[src/design/npm_pkg.sv]
// Shared constants, payload types and the nim product table for the nim multiplier.
package npm_pkg;

  localparam int OPERAND_BITS = 30;
  localparam int FIELD_BITS = 32;
  localparam int GROUP_SIZE = 5;
  localparam int GROUPS = (OPERAND_BITS + GROUP_SIZE - 1) / GROUP_SIZE;

  typedef logic [FIELD_BITS-1:0][FIELD_BITS-1:0][FIELD_BITS-1:0] nim_table_t;

  typedef struct packed {
    logic [OPERAND_BITS-1:0]                 left;
    logic [OPERAND_BITS-1:0][FIELD_BITS-1:0] rows;
  } row_word_t;

  typedef logic [GROUPS-1:0][FIELD_BITS-1:0] group_word_t;

  // Entry [i][j] is the nim product of 2^i and 2^j. Entries are built in order of the
  // larger index, so every entry used on the right side is already filled in.
  function automatic nim_table_t nim_table_build();
    nim_table_t      t;
    int              c;
    int              k;
    int              f;
    int              msk;
    int              hsh;
    int              li;
    int              lj;
    logic [FIELD_BITS-1:0] x;
    logic [FIELD_BITS-1:0] y;
    logic [FIELD_BITS-1:0] v;
    t = '0;
    for (int i = 0; i < FIELD_BITS; i++) begin
      for (int j = 0; j <= i; j++) begin
        c = i & j;
        if (c == 0) begin
          v = FIELD_BITS'(1) << (i | j);
        end else begin
          k = 0;
          for (int b = 0; b < 5; b++) begin
            if (((c >> b) & 1) == 1) begin
              k = b;
            end
          end
          f = 1 << k;
          msk = (f << 1) - 1;
          hsh = (i | j) & ~msk;
          li = (i & msk) ^ f;
          lj = (j & msk) ^ f;
          x = t[li][lj];
          y = x << f;
          for (int b = 0; b < FIELD_BITS; b++) begin
            if (x[b]) begin
              y = y ^ t[b][f-1];
            end
          end
          v = y << hsh;
        end
        t[i][j] = v;
        t[j][i] = v;
      end
    end
    return t;
  endfunction

  localparam nim_table_t NIM_TABLE = nim_table_build();

endpackage

[src/design/npm_in_if.sv]
// Operand channel: valid, ready and one pair of nimber factors.
interface npm_in_if;
  logic                             valid;
  logic                             ready;
  logic [npm_pkg::OPERAND_BITS-1:0] left_operand;
  logic [npm_pkg::OPERAND_BITS-1:0] right_operand;

  modport source (output valid, output left_operand, output right_operand, input ready);
  modport sink (input valid, input left_operand, input right_operand, output ready);
endinterface

[src/design/npm_out_if.sv]
// Result channel: valid, ready and one nim product.
interface npm_out_if;
  logic                           valid;
  logic                           ready;
  logic [npm_pkg::FIELD_BITS-1:0] product;

  modport source (output valid, output product, input ready);
  modport sink (input valid, input product, output ready);
endinterface

[src/design/npm_row_stage.sv]
// First stage: the right factor times each power of two of the left factor.
module npm_row_stage (
  input  logic                             clk,
  input  logic                             rst,
  input  logic                             in_valid,
  output logic                             in_ready,
  input  logic [npm_pkg::OPERAND_BITS-1:0] left,
  input  logic [npm_pkg::OPERAND_BITS-1:0] right,
  output logic                             out_valid,
  input  logic                             out_ready,
  output npm_pkg::row_word_t               out_word
);
  import npm_pkg::*;

  row_word_t word_next;

  assign in_ready = !out_valid || out_ready;

  always_comb begin
    word_next.left = left;
    for (int i = 0; i < OPERAND_BITS; i++) begin
      word_next.rows[i] = '0;
      for (int j = 0; j < OPERAND_BITS; j++) begin
        if (right[j]) begin
          word_next.rows[i] = word_next.rows[i] ^ NIM_TABLE[i][j];
        end
      end
    end
  end

  always_ff @(posedge clk) begin
    if (rst) begin
      out_valid <= 1'b0;
    end else if (in_ready) begin
      out_valid <= in_valid;
    end
  end

  always_ff @(posedge clk) begin
    if (in_ready && in_valid) begin
      out_word <= word_next;
    end
  end

endmodule

[src/design/npm_group_stage.sv]
// Second stage: selects rows by the left factor bits and folds them in groups.
module npm_group_stage (
  input  logic                 clk,
  input  logic                 rst,
  input  logic                 in_valid,
  output logic                 in_ready,
  input  npm_pkg::row_word_t   in_word,
  output logic                 out_valid,
  input  logic                 out_ready,
  output npm_pkg::group_word_t out_word
);
  import npm_pkg::*;

  group_word_t word_next;

  assign in_ready = !out_valid || out_ready;

  always_comb begin
    for (int g = 0; g < GROUPS; g++) begin
      word_next[g] = '0;
      for (int m = 0; m < GROUP_SIZE; m++) begin
        if (g * GROUP_SIZE + m < OPERAND_BITS) begin
          if (in_word.left[g * GROUP_SIZE + m]) begin
            word_next[g] = word_next[g] ^ in_word.rows[g * GROUP_SIZE + m];
          end
        end
      end
    end
  end

  always_ff @(posedge clk) begin
    if (rst) begin
      out_valid <= 1'b0;
    end else if (in_ready) begin
      out_valid <= in_valid;
    end
  end

  always_ff @(posedge clk) begin
    if (in_ready && in_valid) begin
      out_word <= word_next;
    end
  end

endmodule

[src/design/npm_sum_stage.sv]
// Third stage: folds the group sums into the product and holds it for the sink.
module npm_sum_stage (
  input  logic                           clk,
  input  logic                           rst,
  input  logic                           in_valid,
  output logic                           in_ready,
  input  npm_pkg::group_word_t           in_word,
  output logic                           out_valid,
  input  logic                           out_ready,
  output logic [npm_pkg::FIELD_BITS-1:0] product
);
  import npm_pkg::*;

  logic [FIELD_BITS-1:0] product_next;

  assign in_ready = !out_valid || out_ready;

  always_comb begin
    product_next = '0;
    for (int g = 0; g < GROUPS; g++) begin
      product_next = product_next ^ in_word[g];
    end
  end

  always_ff @(posedge clk) begin
    if (rst) begin
      out_valid <= 1'b0;
    end else if (in_ready) begin
      out_valid <= in_valid;
    end
  end

  always_ff @(posedge clk) begin
    if (in_ready && in_valid) begin
      product <= product_next;
    end
  end

endmodule

[src/design/nim_product_multiplier_top.sv]
// Top level of the pipelined nim product multiplier.
//
//   channel    direction  payload
//   operands   in         left_operand, right_operand
//   result     out        product
//
// One operand word is accepted every cycle while the result sink keeps up; its product
// passes through the row, group and sum register stages in that order.
// Reset clears only the stage valid bits; the data registers keep whatever they hold.
// When the result sink stalls, each full stage holds its word and the stall backs up
// combinationally through every full stage, so no word is dropped or repeated.
module nim_product_multiplier_top (
  input logic       clk,
  input logic       rst,
  npm_in_if.sink    operands,
  npm_out_if.source result
);
  import npm_pkg::*;

  logic        s1_valid;
  logic        s1_ready;
  row_word_t   s1_word;
  logic        s2_valid;
  logic        s2_ready;
  group_word_t s2_word;

  npm_row_stage u_row (
    .clk       (clk),
    .rst       (rst),
    .in_valid  (operands.valid),
    .in_ready  (operands.ready),
    .left      (operands.left_operand),
    .right     (operands.right_operand),
    .out_valid (s1_valid),
    .out_ready (s1_ready),
    .out_word  (s1_word)
  );

  npm_group_stage u_group (
    .clk       (clk),
    .rst       (rst),
    .in_valid  (s1_valid),
    .in_ready  (s1_ready),
    .in_word   (s1_word),
    .out_valid (s2_valid),
    .out_ready (s2_ready),
    .out_word  (s2_word)
  );

  npm_sum_stage u_sum (
    .clk       (clk),
    .rst       (rst),
    .in_valid  (s2_valid),
    .in_ready  (s2_ready),
    .in_word   (s2_word),
    .out_valid (result.valid),
    .out_ready (result.ready),
    .product   (result.product)
  );

  // A zero left factor must leave every group sum at zero.
  assert property (@(posedge clk) disable iff (rst)
    s1_valid && s1_ready && (s1_word.left == '0) |=> (s2_word == '0))
    else $error("nonzero group sums for a zero left factor");

  // A new result can only come from a full group stage.
  assert property (@(posedge clk) disable iff (rst)
    $rose(result.valid) |-> $past(s2_valid))
    else $error("result valid without a word in the group stage");

  // A blocked group stage keeps its word until the sum stage takes it.
  assert property (@(posedge clk) disable iff (rst)
    s2_valid && !s2_ready |=> s2_valid && $stable(s2_word))
    else $error("group stage word lost during a stall");

endmodule
[src/flat_wrapper.sv]
// flat-port wrapper written by rule: the top's interface ports become plain ports
module nim_product_multiplier_top_flat import npm_pkg::*;
  (clk, rst, operands_valid, operands_left_operand, operands_right_operand, operands_ready, result_valid, result_product, result_ready);
  npm_in_if operands_i ();
  npm_out_if result_i ();
  input logic clk;
  input logic rst;
  input wire logic [$bits(operands_i.valid)-1:0] operands_valid;
  input wire logic [$bits(operands_i.left_operand)-1:0] operands_left_operand;
  input wire logic [$bits(operands_i.right_operand)-1:0] operands_right_operand;
  output wire logic [$bits(operands_i.ready)-1:0] operands_ready;
  output wire logic [$bits(result_i.valid)-1:0] result_valid;
  output wire logic [$bits(result_i.product)-1:0] result_product;
  input wire logic [$bits(result_i.ready)-1:0] result_ready;
  assign operands_i.valid = operands_valid;
  assign operands_i.left_operand = operands_left_operand;
  assign operands_i.right_operand = operands_right_operand;
  assign operands_ready = operands_i.ready;
  assign result_valid = result_i.valid;
  assign result_product = result_i.product;
  assign result_i.ready = result_ready;
  nim_product_multiplier_top u_core (.clk(clk), .rst(rst), .operands(operands_i), .result(result_i));
endmodule
[config.mk]
export PLATFORM = sky130hd
export DESIGN_NAME = nim_product_multiplier_top_flat
export DESIGN_NICKNAME = d
export VERILOG_FILES = /design/src/design/npm_pkg.sv /design/src/design/npm_in_if.sv /design/src/design/npm_out_if.sv /design/src/design/npm_row_stage.sv /design/src/design/npm_group_stage.sv /design/src/design/npm_sum_stage.sv /design/src/design/nim_product_multiplier_top.sv /design/src/flat_wrapper.sv
export SDC_FILE = /design/constraint.sdc
export NUM_CORES = 1
export LEC_CHECK = 0
export ABC_AREA = 0
export BUFFER_PORTS_ARGS = -buffer_cell sky130_fd_sc_hd__buf_2
export CAP_MARGIN = 25
export CORE_MARGIN = 2
export CORE_UTILIZATION = 50
export DETAILED_ROUTE_END_ITERATION = 8
export GPL_ROUTABILITY_DRIVEN = 0
export PLACE_DENSITY = 0.66
export SYNTH_ARGS = -nofsm -noshare
export SYNTH_HDL_FRONTEND = slang
export SYNTH_SLANG_ARGS = --single-unit
[constraint.sdc]
create_clock -name clk -period 59.4 [get_ports clk]
set_input_delay 2.97 -clock clk [delete_from_list [all_inputs] [get_ports clk]]
set_output_delay 2.97 -clock clk [all_outputs]
set_load 0.02 [all_outputs]
==> qor.csv, run 1 <==
metric,value,unit
nets,3178,
dpl_worst_slack,52.40,ns
grt_pass1_wl,156100,µm
max_freq,142.9,MHz
core,67400,µm²
r2r-start,u_core.u_sum.out_valid$_SDFFE_PP0P_,
max_stage_delay,0.57,ns
hold_viol,0,
antenna_found_initial,8,
rrSetupSlack,56.10,ns
powerDensity,42.78,nW/µm²
grt_pass1_vias,21520,
hold_ws,0.5716,ns
crit_cells,4,
first_pass_iters,6,
reg2reg_to,u_core.u_row.out_word[811]$_DFFE_PP_,
setup_viol,0,
cap_violations,0,
cts_tree,built,
critPathCaptureType,output pin,
n_antenna_cell,0,
hpwl,82100,µm
cp_num_buf_inv,2,
first_iter_violations,3107,
crit_chain,buf_2 -> nor2b_1 -> nand3_1 -> buf_2,
slew_headroom,0.2040,
total_power,1.627,mW
r2r_cells,5,
h-tree-depth,3,
postCtsSetupRepairBufs,0,
ant_nets,0,
yosysMostFrequentCell,nand2_1,
grt_max_degree,172,
synth_common_cells,"nand2_1 (941), xnor2_1 (890), edfxtp_1 (610)",
fp.dieH,265.4,µm
cp_data_arrival_time,4.03,ns
max-vdd-ir-drop,27.47,µV
drc,0,
synth_edf_count,610,
tns,0,ns
insertion_delay,0.63,ns
status,completed,
min_period_over_period,0.1178,
num_vias,22640,
ys.flop_type,edfxtp_1,
path_class,in2out,
cp_max_fo,6,
cts_root_buf,clkbuf_16,
p_leak,13.48,nW
synth_top_cell_by_area,edfxtp_1,
crit_slowest_cell,nor2b_1,
ys_warn_count,0,
grt_overflow,0,
vias_per_cell,5.603,
floorplan.die_area,70440,µm²
rows,95,
cts.sink_count,613,
crit_path_start,result_ready,
start_kind,input port,
cp.required,56.43,ns
cts_inserted_buffers,69,
rsz0062_at_grt,false,
cts_buffer_depth,3,
crit_top_cell,buf_2,
cp_top_family,simple AND/OR/NAND/NOR gates,
drv_slew,0,
grtUsageTotal,0.3176,
synth_top_cell_area_share,0.5361,
post_drt_wl_per_cell,27.67,µm
io_pins,98,
tightest_slew,1.190,ns
stdcell_area,38040,µm²
post_cts_resized,0,
portBuffers,97,
setup_slack,52.40,ns
worst_hold_path_type,reg2reg,
avgSynthCellArea,11.29,µm²
synthCells,3026,
ys_seq_area_frac,0.5379,
fin_skew,0.03041,ns
async_reset_ff_frac,0,
synthesis.area,34170,µm²
syn-num-nets,3090,
clk_pin_slew,0.06,ns
ys_seq_elements,613,
start_util,0.5070,
drive_gt1_frac,0.08649,
crit_end,operands_ready,
synthTopCellsByArea,"edfxtp_1 (54%), xnor2_1 (23%), nand2_1 (10%)",
period_needed,6.998,ns
placed_cell_area,35610,µm²
cts_hold_buf,0,
synth_cell_types,23,
syn2layout_area_growth,11.33,%
wirelength,111800,µm
fp.dieW,265.4,µm
sequential cells by signal, indices dropped and copies added, names as in the netlist:
name,cells
u_core.u_sum.product,32
u_core.u_sum.out_valid,1
u_core.u_row.out_valid,1
u_core.u_group.out_word,192
u_core.u_group.out_valid,1
u_core.u_row.out_word,386
final cells by class:
type,instances,area [µm²]
Clock buffer,77,1821
Tap cell,873,1092
Inverter,49,183.9
Multi-Input combinational cell,2236,15100
Sequential cell,613,18380
Fill cell,5590,29360
Clock inverter,48,564.3
Timing Repair Buffer,145,894.6
cell families (layout without fill, tap and decap cells):
family,count (synthesis),in the layout,share of synthesized area
AO/OA/AOI/OAI,4,4,0.0006960
XOR/XNOR,1285,1285,0.3359
buffers and inverters,177,319,0.02128
flip-flops,613,613,0.5379
AND/OR/NAND/NOR,947,947,0.1042
worst register-to-register path: stages (launching register included):
cell and delay, ns:
dfxtp_1 0.31, nor2b_1 0.24, a31oi_4 0.33, buf_12 0.23, buf_4 0.85, buf_4 0.90
power breakdown:
part	switching (mW)	leakage (nW)	total, mW	internal, mW
combinational	0.305	6.41	0.501	0.196
sequential	0.0716	5.90	0.670	0.599
clock	0.182	1.18	0.456	0.274
per-layer routing:
layer / vias up / GRT usage / share of wire
li1: 9790 / - / -
met4: 2 / 0.1699 / 0.060
met1: 11050 / 0.4273 / 0.38
met3: 264 / 0.08665 / 0.13
met5: - / 0 / 0.000089
met2: 1536 / 0.4686 / 0.43
how the worst min path moves through the flow:
stage | cells past startpoint | slack, ns | to | startpoint
after global routing | 2 | 0.62 | u_core.u_row.out_valid$_SDFFE_PP0N_ | u_core.u_row.out_valid$_SDFFE_PP0N_
final | 2 | 0.57 | u_core.u_group.out_valid$_SDFFE_PP0P_ | u_core.u_row.out_valid$_SDFFE_PP0N_
after detailed placement | 2 | 0.56 | u_core.u_group.out_valid$_SDFFE_PP0P_ | u_core.u_row.out_valid$_SDFFE_PP0N_
after global placement | 2 | 0.56 | u_core.u_group.out_valid$_SDFFE_PP0P_ | u_core.u_row.out_valid$_SDFFE_PP0N_
after floorplan | 2 | 0.47 | u_core.u_group.out_valid$_SDFFE_PP0P_ | u_core.u_row.out_valid$_SDFFE_PP0N_
after CTS | 2 | 0.57 | u_core.u_group.out_valid$_SDFFE_PP0P_ | u_core.u_row.out_valid$_SDFFE_PP0N_
cells in the final DEF (no fill, tap or decap), drive strengths merged:
cell,instances
a21boi,1
a21oi,2
a31oi,1
buf,145
bufinv,12
clkbuf,77
clkinv,31
clkinvlp,3
dfxtp,3
edfxtp,610
inv,51
nand2,941
nand3,1
nor2,3
nor2b,2
xnor2,899
xnor3,1
xor2,385
metrics by stage:
step | utilization | instances
3_5_place_dp | 0.5283 | 3914
5_1_grt | 0.5644 | 4041
2_1_floorplan | - | 3026
3_3_place_gp | 0.5279 | 3911
6_report | 0.5644 | 4041
4_1_cts | 0.5637 | 4039
(Power assumes the default switching activity.)
==> run 2, diff against run 1 <==
clock period = 6.75 ns   (was 59.4 ns; I/O delays follow)
==> qor.csv, run 2 (same netlist as run 1, synthesis figures left out) <==
metric,value,unit,change
status,completed,,unchanged
vias_per_cell,5.596,,was 5.603
final_common_cell,nand2_1,,unchanged
largest_reg_flops,386,,unchanged
grt_pass1_wl,159000,µm,was 156100 µm
rows,95,,unchanged
tightest_slew,1.189,ns,was 1.190 ns
nets,3210,,was 3178
total_power,13.90,mW,was 1.627 mW
cp_data_arrival_time,2.72,ns,was 4.03 ns
cp_max_fo,187,,was 6
core,67400,µm²,unchanged
cap_violations,0,,unchanged
fp.dieH,265.4,µm,unchanged
first_pass_iters,5,,was 6
h-tree-depth,3,,unchanged
fillers,5629,,was 5590
setup_viol,0,,unchanged
worst_hold_path_type,in2reg,,was reg2reg
grt_max_degree,188,,was 172
grtUsageTotal,0.3237,,was 0.3176
fin_skew,0.03730,ns,was 0.03041 ns
ant_nets,0,,unchanged
powerDensity,364.8,nW/µm²,was 42.78 nW/µm²
grt_pass1_vias,21630,,was 21520
post_drt_wl_per_cell,27.98,µm,was 27.67 µm
io_pins,98,,unchanged
path_class,reg2reg,,was in2out
antenna_found_initial,7,,was 8
utilization,0.5652,,was 0.5644
post_cts_resized,0,,unchanged
p_leak,13.47,nW,was 13.48 nW
cts.sink_count,613,,unchanged
drc,0,,unchanged
syn2layout_area_growth,11.48,%,was 11.33%
start_util,0.5070,,unchanged
hpwl,83380,µm,was 82100 µm
floorplan.die_area,70440,µm²,unchanged
hold_viol,0,,unchanged
first_iter_violations,3335,,was 3107
start_kind,flip-flop,,was input port
crit_slowest_cell,buf_12,,was nor2b_1
final_cell_mix,"nand2_1 (941), xnor2_1 (890), edfxtp_1 (610)",,unchanged
cts_tree,built,,unchanged
grt_overflow,0,,unchanged
max-vdd-ir-drop,275.7,µV,was 27.47 µV
cts_buffer_depth,3,,unchanged
slew_headroom,0.2071,,was 0.2040
max_stage_delay,0.71,ns,was 0.57 ns
drive_gt1_frac,0.08003,,was 0.08649
rsz0062_at_grt,false,,unchanged
max_freq,399.2,MHz,
period_needed,2.505,ns,
min_period_over_period,0.3711,,
top_register,u_core.u_row.out_word,,unchanged
num_vias,22790,,was 22640
clk_pin_slew,0.06,ns,about the same
wirelength,114000,µm,was 111800 µm
cp.required,6.97,ns,was 56.43 ns
fp.dieW,265.4,µm,unchanged
cts_root_buf,clkbuf_16,,unchanged
crit_chain,nor2b_4 -> a31oi_4 -> buf_12,,was buf_2 -> nor2b_1 -> nand3_1 -> buf_2
reg_top3,"u_core.u_row.out_word x386, u_core.u_group.out_word x192, u_core.u_sum.product x32",,unchanged
insertion_delay,0.63,ns,about the same
drv_slew,0,,unchanged
critPathCaptureType,flip-flop,,was output pin
cts_inserted_buffers,70,,was 69
portBuffers,97,,unchanged
run 2: worst max-delay path, delay by kind of cell (launching register included):
kind | cells | cell delay (ns)
simple gates | 1 | 0.16
compound gates | 1 | 0.61
buf+inv | 1 | 0.71
flops | 1 | 0.32
run 2: layer usage:
metal,global-route usage,vias up,share of wire
li1,-,9859,-
met1,0.4416,11160,0.38
met2,0.4817,1516,0.44
met3,0.07582,257,0.13
met4,0.1703,2,0.059
met5,0,-,0.00011
run 2: repair_timing:
| item | 4_1_cts | 5_1_grt |
|---|---|---|
| endpoints found under the hold margin | 33 | 0 |
| buffers inserted | 0 | 0 |
| hold buffers | 31 | 0 |
run 2: final timing paths:
kind / start / endpoint / slack, ns / cells past startpoint
worst max-delay path: u_core.u_sum.out_valid$_SDFFE_PP0P_ / u_core.u_row.out_word[719]$_DFFE_PP_ / 4.25 / 3
worst min-delay path: operands_right_operand[0] / u_core.u_row.out_word[0]$_DFFE_PP_ / 0.05 / 1
worst max register to register: u_core.u_sum.out_valid$_SDFFE_PP0P_ / u_core.u_row.out_word[719]$_DFFE_PP_ / 4.25 / 3
worst min register to register: u_core.u_row.out_valid$_SDFFE_PP0N_ / u_core.u_group.out_valid$_SDFFE_PP0P_ / 0.58 / 2
run 2: report_power, final:
part	switching [mW]	internal (mW)
Sequential	0.656	5.27
Clock	1.57	2.03
Combinational	2.64	1.73
run 2: layout make-up:
cell class              count  area [µm²]  share of cell area
flip-flops and latches    613       18380              0.4825
inverters                  49       183.9            0.004829
clock buffers              90        1869             0.04908
multi-input cells        2236       15110              0.3967
diodes                      1       2.502          0.00006570
repair buffers            176        1222             0.03209
clock inverters            35       229.0            0.006011
well taps                 873        1092             0.02868
run 2: per-stage QoR:
step	area [µm²]	instances	hold WS (ns)	worst slack (ns)	TNS (ns)
finish	38090	4073	0.05273	4.245	0
global route	38090	4072	0.06694	4.119	0
CTS	38070	4071	0.03590	4.275	0
detailed placement	35660	3915	0.5158	4.068	0
global placement	35630	3911	0.5142	3.881	0
floorplan	34200	3026	0.4025	-0.7507	-289.77
